$ cat src/hdl/tilemap_pingpong_autoscroll_core_macros.svh
// ------------------------------------------------------------------------
// tilemap pan core assertion macros
// shared concurrent check wrappers, clocked on clock and gated by reset
// ------------------------------------------------------------------------
`ifndef TILEMAP_PINGPONG_AUTOSCROLL_CORE_MACROS_SVH
`define TILEMAP_PINGPONG_AUTOSCROLL_CORE_MACROS_SVH

`ifndef SYNTHESIS

// condition that holds at every edge out of reset
`define TPA_ASSERT_ALWAYS(lbl, cond, msg) \
   lbl: assert property (@(posedge clock) disable iff (reset) (cond)) else $error(msg);

// condition in one cycle implies another in the next
`define TPA_ASSERT_NEXT(lbl, pre, post, msg) \
   lbl: assert property (@(posedge clock) disable iff (reset) (pre) |=> (post)) \
      else $error(msg);

`else

`define TPA_ASSERT_ALWAYS(lbl, cond, msg)
`define TPA_ASSERT_NEXT(lbl, pre, post, msg)

`endif

`endif

$ cat src/hdl/tpa_pkg.sv
// ------------------------------------------------------------------------
// tpa_pkg
// types and fixed constants of the tile map auto-pan core
// ------------------------------------------------------------------------
package tpa_pkg;

   // visible window in tiles
   localparam logic [6:0] VIEW_COLS = 7'd20;
   localparam logic [6:0] VIEW_ROWS = 7'd15;

   // speed divider: (SLOW_BASE - excess) >> 2 while excess is below SLOW_LIMIT
   localparam logic [7:0] SLOW_LIMIT = 8'd9;
   localparam logic [3:0] SLOW_BASE  = 4'd12;

   // animation frame offset wraps here
   localparam logic [6:0] ANIM_WRAP = 7'd64;

   // operation codes
   localparam logic OP_TICK    = 1'b0;
   localparam logic OP_RESTART = 1'b1;

   // register indexes
   localparam logic CSR_MAP_WIDTH  = 1'b0;
   localparam logic CSR_MAP_HEIGHT = 1'b1;

   // scroll direction
   typedef enum logic [2:0] {
      DIR_RIGHT = 3'd0,
      DIR_DOWN  = 3'd1,
      DIR_LEFT  = 3'd2,
      DIR_UP    = 3'd3,
      DIR_NONE  = 3'd4
   } dir_type;

   // one result transaction
   typedef struct packed {
      logic [4:0]         pixel_x;
      logic [4:0]         pixel_y;
      logic [6:0]         draw_col;
      logic [6:0]         draw_row;
      logic signed [12:0] global_x;
      logic signed [12:0] global_y;
      logic [5:0]         anim_frame;
      logic               surface_update;
      logic               full_refresh;
      logic [2:0]         direction;
   } result_type;

endpackage

$ cat src/hdl/tilemap_pingpong_autoscroll_core.sv
// ------------------------------------------------------------------------
// tilemap_pingpong_autoscroll_core
// auto-pan controller for a tile map larger than a 20 by 15 tile window
// ------------------------------------------------------------------------
// channel   direction  handshake            payload
// req_      in         req_valid/req_stall  operation, visible
// rsp_      out        rsp_valid/rsp_stall  pixel, draw, global, anim, flags, direction
// csr_      in         csr_valid/csr_ready  csr_index, csr_data
//
// one transaction per cycle while req_stall is low; results are registered in
// a two-slot result queue, fed by a single-pass state update from the state
// registers, so req_stall rises only when both slots wait on rsp_stall
// csr_ready is always high; registers reset to width 20 and height 15
// reset is synchronous and clears the pan state and the queue
// ------------------------------------------------------------------------
module tilemap_pingpong_autoscroll_core
   import tpa_pkg::*;
#(
   parameter int TILE_SIZE = 16
) (
   input  logic               clock,
   input  logic               reset,
   // request channel
   input  logic               req_valid,
   output logic               req_stall,
   input  logic               req_operation,
   input  logic               req_visible,
   // result channel
   output logic               rsp_valid,
   input  logic               rsp_stall,
   output logic [4:0]         rsp_pixel_x,
   output logic [4:0]         rsp_pixel_y,
   output logic [6:0]         rsp_draw_col,
   output logic [6:0]         rsp_draw_row,
   output logic signed [12:0] rsp_global_x,
   output logic signed [12:0] rsp_global_y,
   output logic [5:0]         rsp_anim_frame,
   output logic               rsp_surface_update,
   output logic               rsp_full_refresh,
   output logic [2:0]         rsp_direction,
   // register write channel
   input  logic               csr_valid,
   output logic               csr_ready,
   input  logic               csr_index,
   input  logic [6:0]         csr_data
);

   logic       accept;
   logic       queue_full;
   logic [6:0] map_width_ff, map_height_ff;
   result_type step_result;
   result_type rsp_data;

   assign csr_ready = 1'b1;
   assign req_stall = queue_full;
   assign accept    = req_valid && !req_stall;

   // map size registers
   always_ff @(posedge clock) begin
      if (reset) begin
         map_width_ff  <= 7'd20;
         map_height_ff <= 7'd15;
      end else if (csr_valid && csr_ready) begin
         unique case (csr_index)
            CSR_MAP_WIDTH:  map_width_ff  <= csr_data;
            CSR_MAP_HEIGHT: map_height_ff <= csr_data;
            default: ;
         endcase
      end
   end

   // pan state and update
   tpa_step #(
      .TILE_SIZE (TILE_SIZE)
   ) u_step (
      .clock      (clock),
      .reset      (reset),
      .accept     (accept),
      .operation  (req_operation),
      .visible    (req_visible),
      .map_width  (map_width_ff),
      .map_height (map_height_ff),
      .result     (step_result)
   );

   // result queue
   tpa_rsp_queue u_queue (
      .clock     (clock),
      .reset     (reset),
      .push      (accept),
      .push_data (step_result),
      .full      (queue_full),
      .rsp_valid (rsp_valid),
      .rsp_stall (rsp_stall),
      .rsp_data  (rsp_data)
   );

   // result fields
   assign rsp_pixel_x        = rsp_data.pixel_x;
   assign rsp_pixel_y        = rsp_data.pixel_y;
   assign rsp_draw_col       = rsp_data.draw_col;
   assign rsp_draw_row       = rsp_data.draw_row;
   assign rsp_global_x       = rsp_data.global_x;
   assign rsp_global_y       = rsp_data.global_y;
   assign rsp_anim_frame     = rsp_data.anim_frame;
   assign rsp_surface_update = rsp_data.surface_update;
   assign rsp_full_refresh   = rsp_data.full_refresh;
   assign rsp_direction      = rsp_data.direction;

endmodule

$ cat src/hdl/tpa_step.sv
// ------------------------------------------------------------------------
// tpa_step
// pan state registers and the single-pass update for one transaction
// ------------------------------------------------------------------------
`include "tilemap_pingpong_autoscroll_core_macros.svh"

module tpa_step
   import tpa_pkg::*;
#(
   parameter int TILE_SIZE = 16
) (
   input  logic       clock,
   input  logic       reset,
   input  logic       accept,
   input  logic       operation,
   input  logic       visible,
   input  logic [6:0] map_width,
   input  logic [6:0] map_height,
   output result_type result
);

   localparam int OFS_W = $clog2(TILE_SIZE + 1);
   localparam logic [OFS_W-1:0] TILE_OFS  = OFS_W'(TILE_SIZE);
   localparam logic [OFS_W:0]   TILE_CMP  = (OFS_W + 1)'(TILE_SIZE);
   localparam logic [12:0]      TILE_PAN  = 13'(TILE_SIZE);
   localparam logic [6:0]       TILE_ANIM = 7'(TILE_SIZE);

   logic [3:0]       anim_timer_ff, anim_timer_in;
   logic [5:0]       anim_frame_ff, anim_frame_in;
   logic [2:0]       speed_timer_ff, speed_timer_in;
   dir_type          move_dir_ff, move_dir_in;
   logic [OFS_W-1:0] offset_x_ff, offset_x_in;
   logic [OFS_W-1:0] offset_y_ff, offset_y_in;
   logic [6:0]       tile_col_ff, tile_col_in;
   logic [6:0]       tile_row_ff, tile_row_in;
   logic [12:0]      pan_x_ff, pan_x_in;
   logic [12:0]      pan_y_ff, pan_y_in;
   logic             upd, full;

   logic [6:0] cols, rows;
   logic [7:0] total;
   logic [1:0] divider;
   logic [6:0] anim_sum;
   logic [OFS_W:0] ofs_inc;

   // excess beyond the window and the move divider
   always_comb begin
      cols    = (map_width > VIEW_COLS) ? map_width - VIEW_COLS : 7'd0;
      rows    = (map_height > VIEW_ROWS) ? map_height - VIEW_ROWS : 7'd0;
      total   = {1'b0, cols} + {1'b0, rows};
      divider = (total < SLOW_LIMIT) ? 2'((SLOW_BASE - total[3:0]) >> 2) : 2'd0;
   end

   // next state for one transaction
   always_comb begin
      anim_timer_in  = anim_timer_ff;
      anim_frame_in  = anim_frame_ff;
      speed_timer_in = speed_timer_ff;
      move_dir_in    = move_dir_ff;
      offset_x_in    = offset_x_ff;
      offset_y_in    = offset_y_ff;
      tile_col_in    = tile_col_ff;
      tile_row_in    = tile_row_ff;
      pan_x_in       = pan_x_ff;
      pan_y_in       = pan_y_ff;
      upd            = 1'b0;
      full           = 1'b0;
      anim_sum       = {1'b0, anim_frame_ff} + TILE_ANIM;
      ofs_inc        = '0;

      if (operation == OP_RESTART) begin
         anim_timer_in  = '0;
         anim_frame_in  = '0;
         speed_timer_in = '0;
         offset_x_in    = '0;
         offset_y_in    = '0;
         tile_col_in    = '0;
         tile_row_in    = '0;
         pan_x_in       = '0;
         pan_y_in       = '0;
         move_dir_in    = (cols != 7'd0) ? DIR_RIGHT :
                          ((rows != 7'd0) ? DIR_DOWN : DIR_NONE);
         upd            = 1'b1;
         full           = 1'b1;
      end else if (visible) begin
         // tile animation
         anim_timer_in = anim_timer_ff + 4'd1;
         if (anim_timer_in == 4'd0) begin
            anim_frame_in = (anim_sum >= ANIM_WRAP) ? 6'd0 : anim_sum[5:0];
            upd           = 1'b1;
         end
         // scroll step once per divided tick
         speed_timer_in = speed_timer_ff + 3'd1;
         if (speed_timer_in > {1'b0, divider}) begin
            speed_timer_in = '0;
            unique case (move_dir_ff)
               DIR_RIGHT: begin
                  pan_x_in = pan_x_ff - 13'd1;
                  ofs_inc  = {1'b0, offset_x_ff} + (OFS_W + 1)'(1);
                  if (ofs_inc >= TILE_CMP) begin
                     offset_x_in = '0;
                     upd         = 1'b1;
                     full        = 1'b1;
                     tile_col_in = tile_col_ff + 7'd1;
                     if (tile_col_in >= cols) begin
                        if (rows != 7'd0) begin
                           move_dir_in = DIR_DOWN;
                           offset_y_in = '0;
                        end else begin
                           move_dir_in = DIR_LEFT;
                           offset_x_in = TILE_OFS;
                           tile_col_in = tile_col_in - 7'd1;
                           pan_x_in    = pan_x_in + TILE_PAN;
                        end
                     end
                  end else begin
                     offset_x_in = ofs_inc[OFS_W-1:0];
                  end
               end
               DIR_DOWN: begin
                  pan_y_in = pan_y_ff - 13'd1;
                  ofs_inc  = {1'b0, offset_y_ff} + (OFS_W + 1)'(1);
                  if (ofs_inc >= TILE_CMP) begin
                     offset_y_in = '0;
                     upd         = 1'b1;
                     full        = 1'b1;
                     tile_row_in = tile_row_ff + 7'd1;
                     if (tile_row_in >= rows) begin
                        if (cols != 7'd0) begin
                           move_dir_in = DIR_LEFT;
                           offset_x_in = TILE_OFS;
                           tile_col_in = tile_col_ff - 7'd1;
                           pan_x_in    = pan_x_ff + TILE_PAN;
                        end else begin
                           move_dir_in = DIR_UP;
                           offset_y_in = TILE_OFS;
                           tile_row_in = tile_row_in - 7'd1;
                           pan_y_in    = pan_y_in + TILE_PAN;
                        end
                     end
                  end else begin
                     offset_y_in = ofs_inc[OFS_W-1:0];
                  end
               end
               DIR_LEFT: begin
                  pan_x_in = pan_x_ff + 13'd1;
                  if (offset_x_ff != '0) offset_x_in = offset_x_ff - OFS_W'(1);
                  if (offset_x_in == '0) begin
                     upd  = 1'b1;
                     full = 1'b1;
                     if (tile_col_ff == 7'd0) begin
                        pan_x_in = pan_x_in - TILE_PAN;
                        if (rows != 7'd0) begin
                           move_dir_in = DIR_UP;
                           offset_y_in = TILE_OFS;
                           tile_row_in = tile_row_ff - 7'd1;
                           pan_y_in    = pan_y_ff + TILE_PAN;
                        end else begin
                           move_dir_in = DIR_RIGHT;
                           offset_x_in = '0;
                        end
                     end else begin
                        tile_col_in = tile_col_ff - 7'd1;
                        offset_x_in = TILE_OFS;
                     end
                  end
               end
               DIR_UP: begin
                  pan_y_in = pan_y_ff + 13'd1;
                  if (offset_y_ff != '0) offset_y_in = offset_y_ff - OFS_W'(1);
                  if (offset_y_in == '0) begin
                     upd  = 1'b1;
                     full = 1'b1;
                     if (tile_row_ff == 7'd0) begin
                        pan_y_in = pan_y_in - TILE_PAN;
                        if (cols != 7'd0) begin
                           move_dir_in = DIR_RIGHT;
                           offset_x_in = '0;
                        end else begin
                           move_dir_in = DIR_DOWN;
                           offset_y_in = '0;
                        end
                     end else begin
                        tile_row_in = tile_row_ff - 7'd1;
                        offset_y_in = TILE_OFS;
                     end
                  end
               end
               default: begin
                  // no movement
               end
            endcase
         end
      end
   end

   // result from the updated state
   always_comb begin
      result.pixel_x        = 5'(offset_x_in);
      result.pixel_y        = 5'(offset_y_in);
      result.draw_col       = tile_col_in;
      result.draw_row       = tile_row_in;
      result.global_x       = signed'(pan_x_in);
      result.global_y       = signed'(pan_y_in);
      result.anim_frame     = anim_frame_in;
      result.surface_update = upd;
      result.full_refresh   = full;
      result.direction      = move_dir_in;
   end

   // state registers, updated on each accepted transaction
   always_ff @(posedge clock) begin
      if (reset) begin
         anim_timer_ff  <= '0;
         anim_frame_ff  <= '0;
         speed_timer_ff <= '0;
         move_dir_ff    <= DIR_NONE;
         offset_x_ff    <= '0;
         offset_y_ff    <= '0;
         tile_col_ff    <= '0;
         tile_row_ff    <= '0;
         pan_x_ff       <= '0;
         pan_y_ff       <= '0;
      end else if (accept) begin
         anim_timer_ff  <= anim_timer_in;
         anim_frame_ff  <= anim_frame_in;
         speed_timer_ff <= speed_timer_in;
         move_dir_ff    <= move_dir_in;
         offset_x_ff    <= offset_x_in;
         offset_y_ff    <= offset_y_in;
         tile_col_ff    <= tile_col_in;
         tile_row_ff    <= tile_row_in;
         pan_x_ff       <= pan_x_in;
         pan_y_ff       <= pan_y_in;
      end
   end

   // checks
   `TPA_ASSERT_NEXT(a_restart_clears, accept && operation == OP_RESTART,
      speed_timer_ff == 3'd0 && pan_x_ff == 13'd0 && pan_y_ff == 13'd0 && anim_timer_ff == 4'd0,
      "restart left pan state non-zero")
   `TPA_ASSERT_NEXT(a_hidden_holds, accept && operation == OP_TICK && !visible,
      $stable(pan_x_ff) && $stable(pan_y_ff) && $stable(anim_timer_ff) && $stable(speed_timer_ff),
      "hidden tick changed pan state")
   `TPA_ASSERT_ALWAYS(a_offset_bound, offset_x_ff <= TILE_OFS && offset_y_ff <= TILE_OFS,
      "pixel offset beyond tile size")

endmodule

$ cat src/hdl/tpa_rsp_queue.sv
// ------------------------------------------------------------------------
// tpa_rsp_queue
// two-slot result queue between the update logic and the result channel
// ------------------------------------------------------------------------
`include "tilemap_pingpong_autoscroll_core_macros.svh"

module tpa_rsp_queue
   import tpa_pkg::*;
(
   input  logic       clock,
   input  logic       reset,
   input  logic       push,
   input  result_type push_data,
   output logic       full,
   output logic       rsp_valid,
   input  logic       rsp_stall,
   output result_type rsp_data
);

   result_type slot_ff [2];
   logic       wr_ptr_ff, rd_ptr_ff;
   logic [1:0] count_ff;
   logic       pop;

   assign pop       = rsp_valid && !rsp_stall;
   assign rsp_valid = (count_ff != 2'd0);
   assign full      = (count_ff == 2'd2);
   assign rsp_data  = slot_ff[rd_ptr_ff];

   // slot storage
   always_ff @(posedge clock) begin
      if (push) slot_ff[wr_ptr_ff] <= push_data;
   end

   // pointers and occupancy
   always_ff @(posedge clock) begin
      if (reset) begin
         wr_ptr_ff <= 1'b0;
         rd_ptr_ff <= 1'b0;
         count_ff  <= 2'd0;
      end else begin
         if (push) wr_ptr_ff <= ~wr_ptr_ff;
         if (pop)  rd_ptr_ff <= ~rd_ptr_ff;
         if (push && !pop)      count_ff <= count_ff + 2'd1;
         else if (pop && !push) count_ff <= count_ff - 2'd1;
      end
   end

   // checks
   `TPA_ASSERT_ALWAYS(a_no_overflow, !push || count_ff != 2'd2, "push into full queue")
   `TPA_ASSERT_NEXT(a_fill_count, push && !pop, count_ff == $past(count_ff) + 2'd1,
      "occupancy did not rise on push")
   `TPA_ASSERT_NEXT(a_drain_count, pop && !push, count_ff == $past(count_ff) - 2'd1,
      "occupancy did not fall on pop")

endmodule

$ cat config.mk
export PLATFORM = sky130hd
export DESIGN_NAME = tilemap_pingpong_autoscroll_core
export DESIGN_NICKNAME = d
export VERILOG_FILES = /design/src/hdl/tpa_pkg.sv /design/src/hdl/tilemap_pingpong_autoscroll_core.sv /design/src/hdl/tpa_step.sv /design/src/hdl/tpa_rsp_queue.sv
export VERILOG_INCLUDE_DIRS = /design/src /design/src/hdl
export SDC_FILE = /design/constraint.sdc
export NUM_CORES = 1
export LEC_CHECK = 0
export BUFFER_PORTS_ARGS = -buffer_cell sky130_fd_sc_hd__buf_2
export CAP_MARGIN = 20
export CORE_MARGIN = 2
export CORE_UTILIZATION = 50
export CTS_CLUSTER_DIAMETER = 100
export DETAILED_ROUTE_END_ITERATION = 10
export PLACE_DENSITY = 0.7
export SKIP_CTS_REPAIR_TIMING = 1
export SYNTH_ARGS = -nofsm -noshare
export SYNTH_HDL_FRONTEND = slang
export SYNTH_SLANG_ARGS = --single-unit
$ cat constraint.sdc
create_clock -name clock -period 5.75 [get_ports clock]
set_input_delay 0.2875 -clock clock [delete_from_list [all_inputs] [get_ports clock]]
set_output_delay 0.2875 -clock clock [all_outputs]
set_load 0.01 [all_outputs]
==> results of run 1 <==
==> path summary, 6_finish.rpt <==
path	from	slack [ns]	cells after the start	endpoint
worst min-delay path	csr_data[4]	0.006	3	map_width_ff[4]
worst max register to register	map_width_ff[3]	0.37	25	u_queue.slot_ff[1][45]
worst max-delay path	map_width_ff[3]	0.37	25	u_queue.slot_ff[1][45]
worst min register to register	u_step.anim_frame_ff[3]	0.45	1	u_step.anim_frame_ff[3]
==> worst max-delay path, stage by stage (launching register included) <==
cell and delay [ns]:
dfxtp_1 0.35, inv_1 0.07, ha_1 0.17, nor3b_1 0.15, o21ai_2 0.23, and2_1 0.19
ha_1 0.17, inv_1 0.06, fa_1 0.46, nor2b_1 0.30, nand2_1 0.09, a22oi_1 0.20
o21ai_0 0.10, a211oi_1 0.30, o211ai_1 0.14, ha_1 0.30, nor2b_1 0.14, o21ai_0 0.41
a21oi_1 0.19, nand2_2 0.24, buf_4 0.22, a21oi_1 0.05, o211ai_1 0.16, a21oi_1 0.07
a211oi_1 0.32, buf_4 0.18
==> area by class of cell <==
type	count	area, um^2	share of cell area
clock buffers	29	608	0.0388
clock inverters	11	116	0.00743
inverters	51	191	0.0122
multi-input cells	1246	8240	0.526
flip-flops and latches	207	5370	0.342
well taps	378	473	0.0302
repair buffers	115	671	0.0428
==> stage by stage <==
stage          total power, mW   util  instance area, um^2
2_1_floorplan             2.78      -                14200
3_3_place_gp              3.25  0.534                14900
3_5_place_dp              3.27  0.534                14900
4_1_cts                   4.71  0.560                15600
5_1_grt                   4.91  0.561                15700
6_report                  4.70  0.561                15700
==> per-layer routing <==
metal	vias up	wire, um	track usage
li1	6081	-	-
met1	6255	18300	0.389
met2	678	19800	0.464
met3	111	4000	0.0413
met4	0	1520	0.0989
met5	-	0	0
==> sequential cells by signal, summed over array words and instances, names as in the netlist, named ones only <==
signal and flops:
u_queue.slot_ff 122, u_step.pan_x_ff 13, u_step.pan_y_ff 13, map_height_ff 7, map_width_ff 7, u_step.tile_col_ff 7
u_step.tile_row_ff 7, u_step.anim_frame_ff 6, u_step.offset_x_ff 5, u_step.offset_y_ff 5, u_step.anim_timer_ff 4, u_step.move_dir_ff 3
u_step.speed_timer_ff 3, u_queue.count_ff 2, u_queue.rd_ptr_ff 1, u_queue.wr_ptr_ff 1
==> report_power, final <==
group	internal (mW)	leakage [nW]	switching, mW
clock	0.839	0.343	0.606
combinational	0.535	3.44	0.885
sequential	1.76	1.87	0.0815
==> cells in the final DEF (no fill, tap or decap), types with 6 or more instances in the layout <==
cell | netlist | final
ha_1 | 49 | 49
nor4_1 | 16 | 16
nor2_1 | 132 | 131
nand3_1 | 77 | 77
mux2i_1 | 11 | 11
nand2_1 | 166 | 164
or3_1 | 16 | 16
or2_2 | 7 | 7
nor3_1 | 37 | 36
o21ai_0 | 93 | 93
or4_1 | 7 | 7
a211oi_1 | 22 | 20
and4_1 | 8 | 8
a31oi_1 | 19 | 19
o31ai_1 | 13 | 12
o211ai_1 | 21 | 21
mux2_2 | 64 | 64
buf_4 | 1 | 38
edfxtp_1 | 122 | 122
nor2b_1 | 9 | 9
buf_2 | 11 | 77
a21o_1 | 8 | 8
inv_1 | 48 | 48
and3_1 | 20 | 19
clkbuf_16 | 0 | 23
a311oi_1 | 16 | 16
o22ai_1 | 6 | 6
nand4_1 | 25 | 25
o221ai_1 | 9 | 9
xor2_1 | 33 | 33
dfxtp_1 | 85 | 84
a22oi_1 | 15 | 15
and2_1 | 20 | 20
nand2b_1 | 16 | 16
xnor2_1 | 65 | 65
o41ai_1 | 7 | 6
a21oi_1 | 122 | 122
==> cells by family after synthesis <==
group | synth area share
adder cells (fa/ha/maj) | 0.0445
AND/OR/NAND/NOR | 0.205
AO/OA/AOI/OAI | 0.203
buffers and inverters | 0.0489
XOR/XNOR | 0.0614
flip-flops | 0.377
other | 0.000263
multiplexers | 0.0599
==> flow_summary.toml, run 1 <==
[run_status]
status = "completed"

[timing]
setup_viol = 0
post-route-period-util = 0.936
period_needed_ns = 5.38
fin_setup_tns_ns = 0
hold_violations = 0
layout_setup_ws_ns = 0.370
final_max_slew_viol_count = 0
holdWs_ns = 0.00641
finalClockSkew_ns = 0.0116
relSlewSlack = 0.363
fmax_ghz = 0.186
grt_setup_unrepaired = "no"
worst_slew_pin_slew_ns = 0.948

[drt]
via_count = 13100
vias_per_cell = 6.44
wl_per_cell_um = 21.4
ant_nets = 0
firstDrtPassIters = 6
remaining_drc_errors = 0
routed_wl_um = 43700
drt_iter0_drc = 1634

[global_route]
grt_pass1_wl_um = 68600
grt_pass1_vias = 12300
grt_max_degree = 62
antenna_found_initial = 0
gr-total-overflow = 0
track_usage = 0.285

[synthesis]
postSynthAreaPerCell_um2 = 8.76
ys_types = 95
synth_top_area_frac = 0.257
synth_fp_nets = 1690
ys_seq_elements = 207
yosys_warnings = 0
synth_edf_count = 122
yosysMostFrequentCell = "nand2_1"
ys_seq_area_frac = 0.377
synth_ff_type = "edfxtp_1"
postSynthCellCount = 1625
synth_area_leaders = "edfxtp_1 (26%), dfxtp_1 (12%), mux2_2 (5.1%), nand2_1 (4.4%), ha_1 (4.3%)"
synthArstFlopShare = 0
netlist_area_um2 = 14200
synth.top_cells.by_count = "nand2_1 (166), nor2_1 (132), a21oi_1 (122), edfxtp_1 (122), o21ai_0 (93)"
synth_top_cell_by_area = "edfxtp_1"

[final_layout]
final_cells = 2037
fillers = 2569
num_antenna_cells = 0
layout.nets = 1709
area_delta_synth_final_pct = 10.1
drive_gt1_frac = 0.156

[cts]
clkLatencyLatePin_ns = 0.52
cts_made_buffers = 23
htree_num_levels = 1
cts-root-buf = "clkbuf_16"
cts_tree = "built"
cts_buffer_depth = 3
cts.sinks = 207
clk_pin_slew_ns = 0.06

[power]
p_per_area_nw_per_um2 = 300
ir_drop_v = 0.000197
leakagePower_nw = 5.65

[place]
port_buffers = 77
gp_congestion = 0.978
hpwl_um = 30700
place_ws_ns = 0.247
placedCellCount = 1995

[worst_setup_path]
cp.arrival_ns = 5.77
path_max_fanout = 8
required_ns = 6.14
critPathKind = "flip-flop to flip-flop"
end_kind = "flip-flop"
critPathLaunchType = "flip-flop"

[floorplanning]
die_area_um2 = 29800
core.rowCount = 61
core-area_um2 = 27900
io-pin-count = 79
die_w_um = 173
die_y_um = 173
start_util = 0.510

[run]
maxCapViolCount = 0

[min_path]
hold_class = "input port to flip-flop"
Note: power is estimated with default switching activity, not from simulation.
==> run 2: changes to the inputs <==
--- a/config.mk
+++ b/config.mk
@@ -16,4 +16,5 @@
 export SKIP_CTS_REPAIR_TIMING = 1
 export SYNTH_ARGS = -nofsm -noshare
 export SYNTH_HDL_FRONTEND = slang
+export SYNTH_HIERARCHICAL = 1
 export SYNTH_SLANG_ARGS = --single-unit
==> run 2 against run 1 <==
Compared with the run above:
- hold slack better by 0.038 ns
- critical path depth increased by 1
- largest cell class unchanged
- maximum frequency increased by 1.1%
- synthesized area increased by 1.2%
- clock skew rose by 0.013 ns
- total power shrank 3.2%
- via count fell by 3.4%
- core utilization down 0.76 points
- critical path type unchanged
- design area rose by 0.81%
- wire length is 3.8% lower
- sequential share of layout area fell by 0.27 points
- final cell count down 1.4%
==> flow_summary.toml, run 2 <==
[synthesis]
ys_seq_elements = 207
synth_top_family_by_area = "simple AND/OR/NAND/NOR gates"
ys_seq_area_frac = 0.372
synth_fp_nets = 1648
synth-compound-area-share = 0.196
synthArstFlopShare = 0
yosysMostFrequentCell = "nor2_1"
yosys_warnings = 6
synth_top_area_frac = 0.254
synth.area.mux_share = 0.0718
netlist_area_um2 = 14400
synth_area_leaders = "edfxtp_1 (25%), dfxtp_1 (12%), mux2_2 (5.2%), ha_1 (4.3%), xnor2_1 (4.1%)"
ys_types = 104
postSynthCellCount = 1583
synth.top_cells.by_count = "nor2_1 (148), edfxtp_1 (122), nand2_1 (115)"
synth_xor_area_frac = 0.0638
synth_top_cell_by_area = "edfxtp_1"
synthSimpleGateAreaFrac = 0.202
postSynthAreaPerCell_um2 = 9.10
synth_adder_area_share = 0.0440
synth_edf_count = 122
synth_ff_type = "edfxtp_1"

[drt]
routed_wl_um = 42000
firstDrtPassIters = 6
remaining_drc_errors = 0
vias_per_cell = 6.31
drt_iter0_drc = 1486
ant_nets = 0
wl_per_cell_um = 20.9
via_count = 12700

[cts]
cts_made_buffers = 23
cts_tree = "built"
cts.sinks = 207
cts_buffer_depth = 3
clkLatencyLatePin_ns = 0.52
cts-root-buf = "clkbuf_16"
htree_num_levels = 1
clk_pin_slew_ns = 0.06

[global_route]
gr-total-overflow = 0
antenna_found_initial = 1
grt_pass1_vias = 11900
track_usage = 0.273
grt_max_degree = 62
grt_pass1_wl_um = 66300

[floorplanning]
core-area_um2 = 28500
core.rowCount = 62
die_w_um = 174
die_area_um2 = 30200
io-pin-count = 79
start_util = 0.505
die_y_um = 174

[final_layout]
area_delta_synth_final_pct = 9.67
final_cells = 2008
num_antenna_cells = 0
final_common_cell = "nor2_1"
most-common-layout-cells = "nor2_1 (148), edfxtp_1 (122), nand2_1 (115)"
register_area_um2 = 5370
fillers = 2575
multiInputGateArea_um2 = 8360
top_regs = "u_queue/slot_ff (122), u_step/pan_x_ff (13), u_step/pan_y_ff (13)"
layout.nets = 1673
top_register = "u_queue/slot_ff"
drive_gt1_frac = 0.171
largest_reg_flops = 122

[worst_setup_path]
reg2regPathDepth = 26
required_ns = 6.19
endpoint = "u_step/pan_x_ff[3]"
cp.arrival_ns = 5.77
crit_start = "map_width_ff[2]"
cp_slowest_stage_delay_ns = 0.40
cpMostUsedCell = "nor2_1"
r2r_setup_slack_ns = 0.43
critPathLaunchType = "flip-flop"
critPathKind = "flip-flop to flip-flop"
r2r_end = "u_step/pan_x_ff[3]"
r2r-start = "map_width_ff[2]"
cpMaxStageDelayCell = "fa_1"
path_max_fanout = 9
end_kind = "flip-flop"

[timing]
final_max_slew_viol_count = 0
fin_setup_tns_ns = 0
finalClockSkew_ns = 0.0242
layout_setup_ws_ns = 0.428
fmax_ghz = 0.188
worst_slew_pin_slew_ns = 1.14
period_needed_ns = 5.32
post-route-period-util = 0.926
relSlewSlack = 0.239
hold_violations = 0
setup_viol = 0
grt_setup_unrepaired = "no"

[place]
place_ws_ns = 0.271
hpwl_um = 29600
port_buffers = 77
gp_congestion = 0.952
placedCellCount = 1966

[min_path]
hold_class = "input port to flip-flop"

[power]
swShare = 0.323
comb_power_share = 0.285
clkPwrFrac = 0.315
leakagePower_nw = 5.95
power.switching_mw = 1.47
ir_drop_v = 0.000209
p_per_area_nw_per_um2 = 288
intPower_mw = 3.09
seqPwrFrac = 0.401

[run_status]
status = "completed"

[run]
maxCapViolCount = 0
## run 2: changes by cell type after synthesis, moves of 12 or more
cell,before,now
nor3_1,37,51
nor2_1,132,148
nand3_1,77,36
nand2_1,166,115
a21oi_1,122,92
a311oi_1,16,4
clkbuf_1,90,72
mux2i_1,11,29
## run 2: how the worst min path moves through the flow
| stage | startpoint | to | slack [ns] | cells past startpoint |
|---|---|---|---|---|
| CTS | csr_data[4] | map_height_ff[4] | 0.04 | 3 |
| floorplan | reset | u_queue/count_ff[1] | 0.36 | 1 |
| global placement | u_step/anim_frame_ff[0] | u_step/anim_frame_ff[0] | 0.44 | 1 |
| detailed placement | u_step/anim_frame_ff[3] | u_step/anim_frame_ff[3] | 0.44 | 1 |
| finish | csr_data[4] | map_height_ff[4] | 0.04 | 3 |
| global route | csr_data[1] | map_width_ff[1] | 0.07 | 3 |
## run 2: cell type report
type,instances,area share
timing repair buffer,111,0.0416
tap,384,0.0304
clock buffer,26,0.0371
clock inverter,15,0.00887
multi-input combinational,1209,0.529
inverter,56,0.0133
sequential,207,0.340
## run 2: per-stage QoR
stage	utilization	instance area [um^2]	power, mW	hold slack (ns)
3_5_place_dp	0.527	15000	3.13	0.438
6_report	0.553	15800	4.56	0.0439
2_1_floorplan	-	14400	2.72	0.357
3_3_place_gp	0.527	15000	3.11	0.435
5_1_grt	0.553	15800	4.75	0.0745
4_1_cts	0.552	15800	4.56	0.0441
## run 2: power groups by stage
stage / sequential, mW / clock, mW / combinational (mW)
2_1_floorplan: 1.83 / 0 / 0.882
3_3_place_gp: 1.85 / 0 / 1.26
3_5_place_dp: 1.86 / 0 / 1.27
4_1_cts: 1.83 / 1.45 / 1.28
5_1_grt: 1.84 / 1.51 / 1.40
6_report: 1.83 / 1.43 / 1.30
## run 2: per-layer routing
layer	GRT usage	wire length (um)
met5	0	13
met4	0.0963	1380
met3	0.0504	4370
met2	0.417	18200
met1	0.389	18100
## run 2: worst max-delay path: cells and delay by family (launching register included)
| family | cells | cell delay (ns) |
|---|---|---|
| simple gates | 11 | 1.66 |
| fa+ha+maj | 4 | 1.00 |
| buf+inv | 2 | 0.32 |
| flops | 1 | 0.38 |
| compound gates | 8 | 1.72 |
| mux | 1 | 0.13 |
## run 2: cells by family after synthesis
logic type / after synthesis
simple gates: 549
compound gates: 410
flops: 207
buf+inv: 167
xor+xnor: 104
mux: 95
fa+ha+maj: 50
other cells: 1
==> run 3: changes to the inputs <==
--- a/config.mk
+++ b/config.mk
@@ -13,6 +13,7 @@
 export CTS_CLUSTER_DIAMETER = 100
 export DETAILED_ROUTE_END_ITERATION = 10
 export PLACE_DENSITY = 0.7
+export RECOVER_POWER = 25
 export SKIP_CTS_REPAIR_TIMING = 1
 export SYNTH_ARGS = -nofsm -noshare
 export SYNTH_HDL_FRONTEND = slang
==> run 3 against run 2 <==
Compared with the run above:
- the flow now finishes with violations (max-capacitance violations, max-slew violations)
- global-route usage stayed put
- highest routed layer unchanged
- maximum frequency is 0.20% lower
- first-iteration DRC count is 7.3% lower
- via count is 0.40% lower
- worst setup slack worse by 0.011 ns
- register-to-register slack hardly changed
- die area stayed put
- critical path type unchanged
- critical path depth stayed put
- final cell count stayed put
==> flow_summary.toml, run 3 (same netlist as run 2, synthesis figures left out) <==
[run_status]
status = "finished, violations left"
violations = "max-capacitance violations, max-slew violations"

[timing]
post-route-period-util = 0.927
finalClockSkew_ns = 0.0193
fmax_ghz = 0.188
setup_viol = 0
grt_setup_unrepaired = "no"
relSlewSlack = -1.43
period_needed_ns = 5.33
fin_setup_tns_ns = 0
final_max_slew_viol_count = 102
worst_slew_pin_slew_ns = 3.65
hold_violations = 0

[final_layout]
num_antenna_cells = 0
stdcell_area_um2 = 15700
top_regs = "u_queue/slot_ff (122), u_step/pan_x_ff (13), u_step/pan_y_ff (13)"
most-common-layout-cells = "nor2_1 (148), edfxtp_1 (122), nand2_1 (115)"
drive_gt1_frac = 0.148
layout.nets = 1673
fillers = 2596
area_delta_synth_final_pct = 9.13
final_common_cell = "nor2_1"
final_cells = 2008
top_register = "u_queue/slot_ff"
largest_reg_flops = 122

[drt]
remaining_drc_errors = 0
ant_nets = 0
routed_wl_um = 42200
firstDrtPassIters = 6
drt_iter0_drc = 1378
wl_per_cell_um = 21.0
via_count = 12600
vias_per_cell = 6.29

[worst_setup_path]
path_max_fanout = 9
required_ns = 6.20
critPathLaunchType = "flip-flop"
critPathKind = "flip-flop to flip-flop"
cp.arrival_ns = 5.78
end_kind = "flip-flop"

[place]
placedCellCount = 1966
dpl_cell_area_um2 = 15000
port_buffers = 77
hpwl_um = 29600
gp_congestion = 0.952

[cts]
cts_tree = "built"
cts.sinks = 207
clk_pin_slew_ns = 0.06
clkLatencyLatePin_ns = 0.52
cts_made_buffers = 23
cts_buffer_depth = 3
cts-root-buf = "clkbuf_16"
htree_num_levels = 1

[min_path]
hold_class = "input port to flip-flop"

[global_route]
antenna_found_initial = 1
track_usage = 0.273
grt_max_degree = 62
gr-total-overflow = 0
grt_pass1_vias = 11900
grt_pass1_wl_um = 66300

[floorplanning]
die_w_um = 174
die_area_um2 = 30200
core.rowCount = 62
start_util = 0.505
io-pin-count = 79
core-area_um2 = 28500
die_y_um = 174

[run]
maxCapViolCount = 3

[power]
leakagePower_nw = 5.83
ir_drop_v = 0.000205
p_per_area_nw_per_um2 = 289
-- run 3: cell count changes in the layout (fill, tap and decap cells not counted), sizes merged --
cell and delta:
buf -33, clkbuf +33
-- run 3: metal layers --
layer	vias to the layer above	track usage	wire, um
met5	-	0	13
met4	2	0.0963	1320
met3	108	0.0504	4190
met2	627	0.417	18400
met1	5991	0.389	18300
li1	5896	-	-
-- run 3: where the power goes --
group | internal, mW | total (mW) | leakage [nW] | switching (mW)
clock | 0.827 | 1.43 | 0.344 | 0.607
sequential | 1.76 | 1.83 | 1.87 | 0.0692
combinational | 0.490 | 1.29 | 3.62 | 0.796
total | 3.08 | 4.55 | 5.83 | 1.47
-- run 3: layout make-up --
cell class	instances	area [um^2]	area share
Multi-Input combinational cell	1209	8340	0.531
Timing Repair Buffer	111	596	0.0379
Sequential cell	207	5370	0.341
Inverter	56	210	0.0134
Clock inverter	15	140	0.00892
Tap cell	384	480	0.0306
Clock buffer	26	587	0.0373
-- run 3: stage by stage --
| step | util | setup slack (ns) | hold WS [ns] | power [mW] |
|---|---|---|---|---|
| finish | 0.551 | 0.417 | 0.0488 | 4.55 |
| global route | 0.551 | 0.0129 | 0.0820 | 4.74 |
| CTS | 0.552 | 0.252 | 0.0441 | 4.56 |
| detailed placement | 0.527 | 0.271 | 0.438 | 3.13 |
| global placement | 0.527 | 0.476 | 0.435 | 3.11 |
| floorplan | - | 0.931 | 0.357 | 2.72 |
-- run 3: path summary, 6_finish.rpt --
kind | start | to | slack (ns) | cells past startpoint
worst max-delay path | map_width_ff[2] | u_step/pan_x_ff[3] | 0.42 | 26
worst min-delay path | csr_data[4] | map_height_ff[4] | 0.05 | 3
worst max register to register | map_width_ff[2] | u_step/pan_x_ff[3] | 0.42 | 26
worst min register to register | u_step/anim_frame_ff[3] | u_step/anim_frame_ff[3] | 0.45 | 1
-- run 3: worst max-delay path, cell delays in order (launching register included) --
cell and delay [ns]:
dfxtp_1 0.38, ha_1 0.16, nor3b_1 0.25, nor2_1 0.10
or2_2 0.33, and2_1 0.18, ha_1 0.21, inv_1 0.07
fa_1 0.40, nor2b_1 0.17, o21a_1 0.11, nor2_1 0.10
a221o_1 0.15, nor2_1 0.04, o21a_1 0.18, o221ai_1 0.21
nand2b_1 0.14, ha_1 0.23, nor2b_1 0.14, o21a_1 0.20
o21ai_2 0.39, buf_4 0.25, nor2_1 0.11, a21bo_2 0.25
a31oi_1 0.25, mux2i_1 0.14, nor2_1 0.11
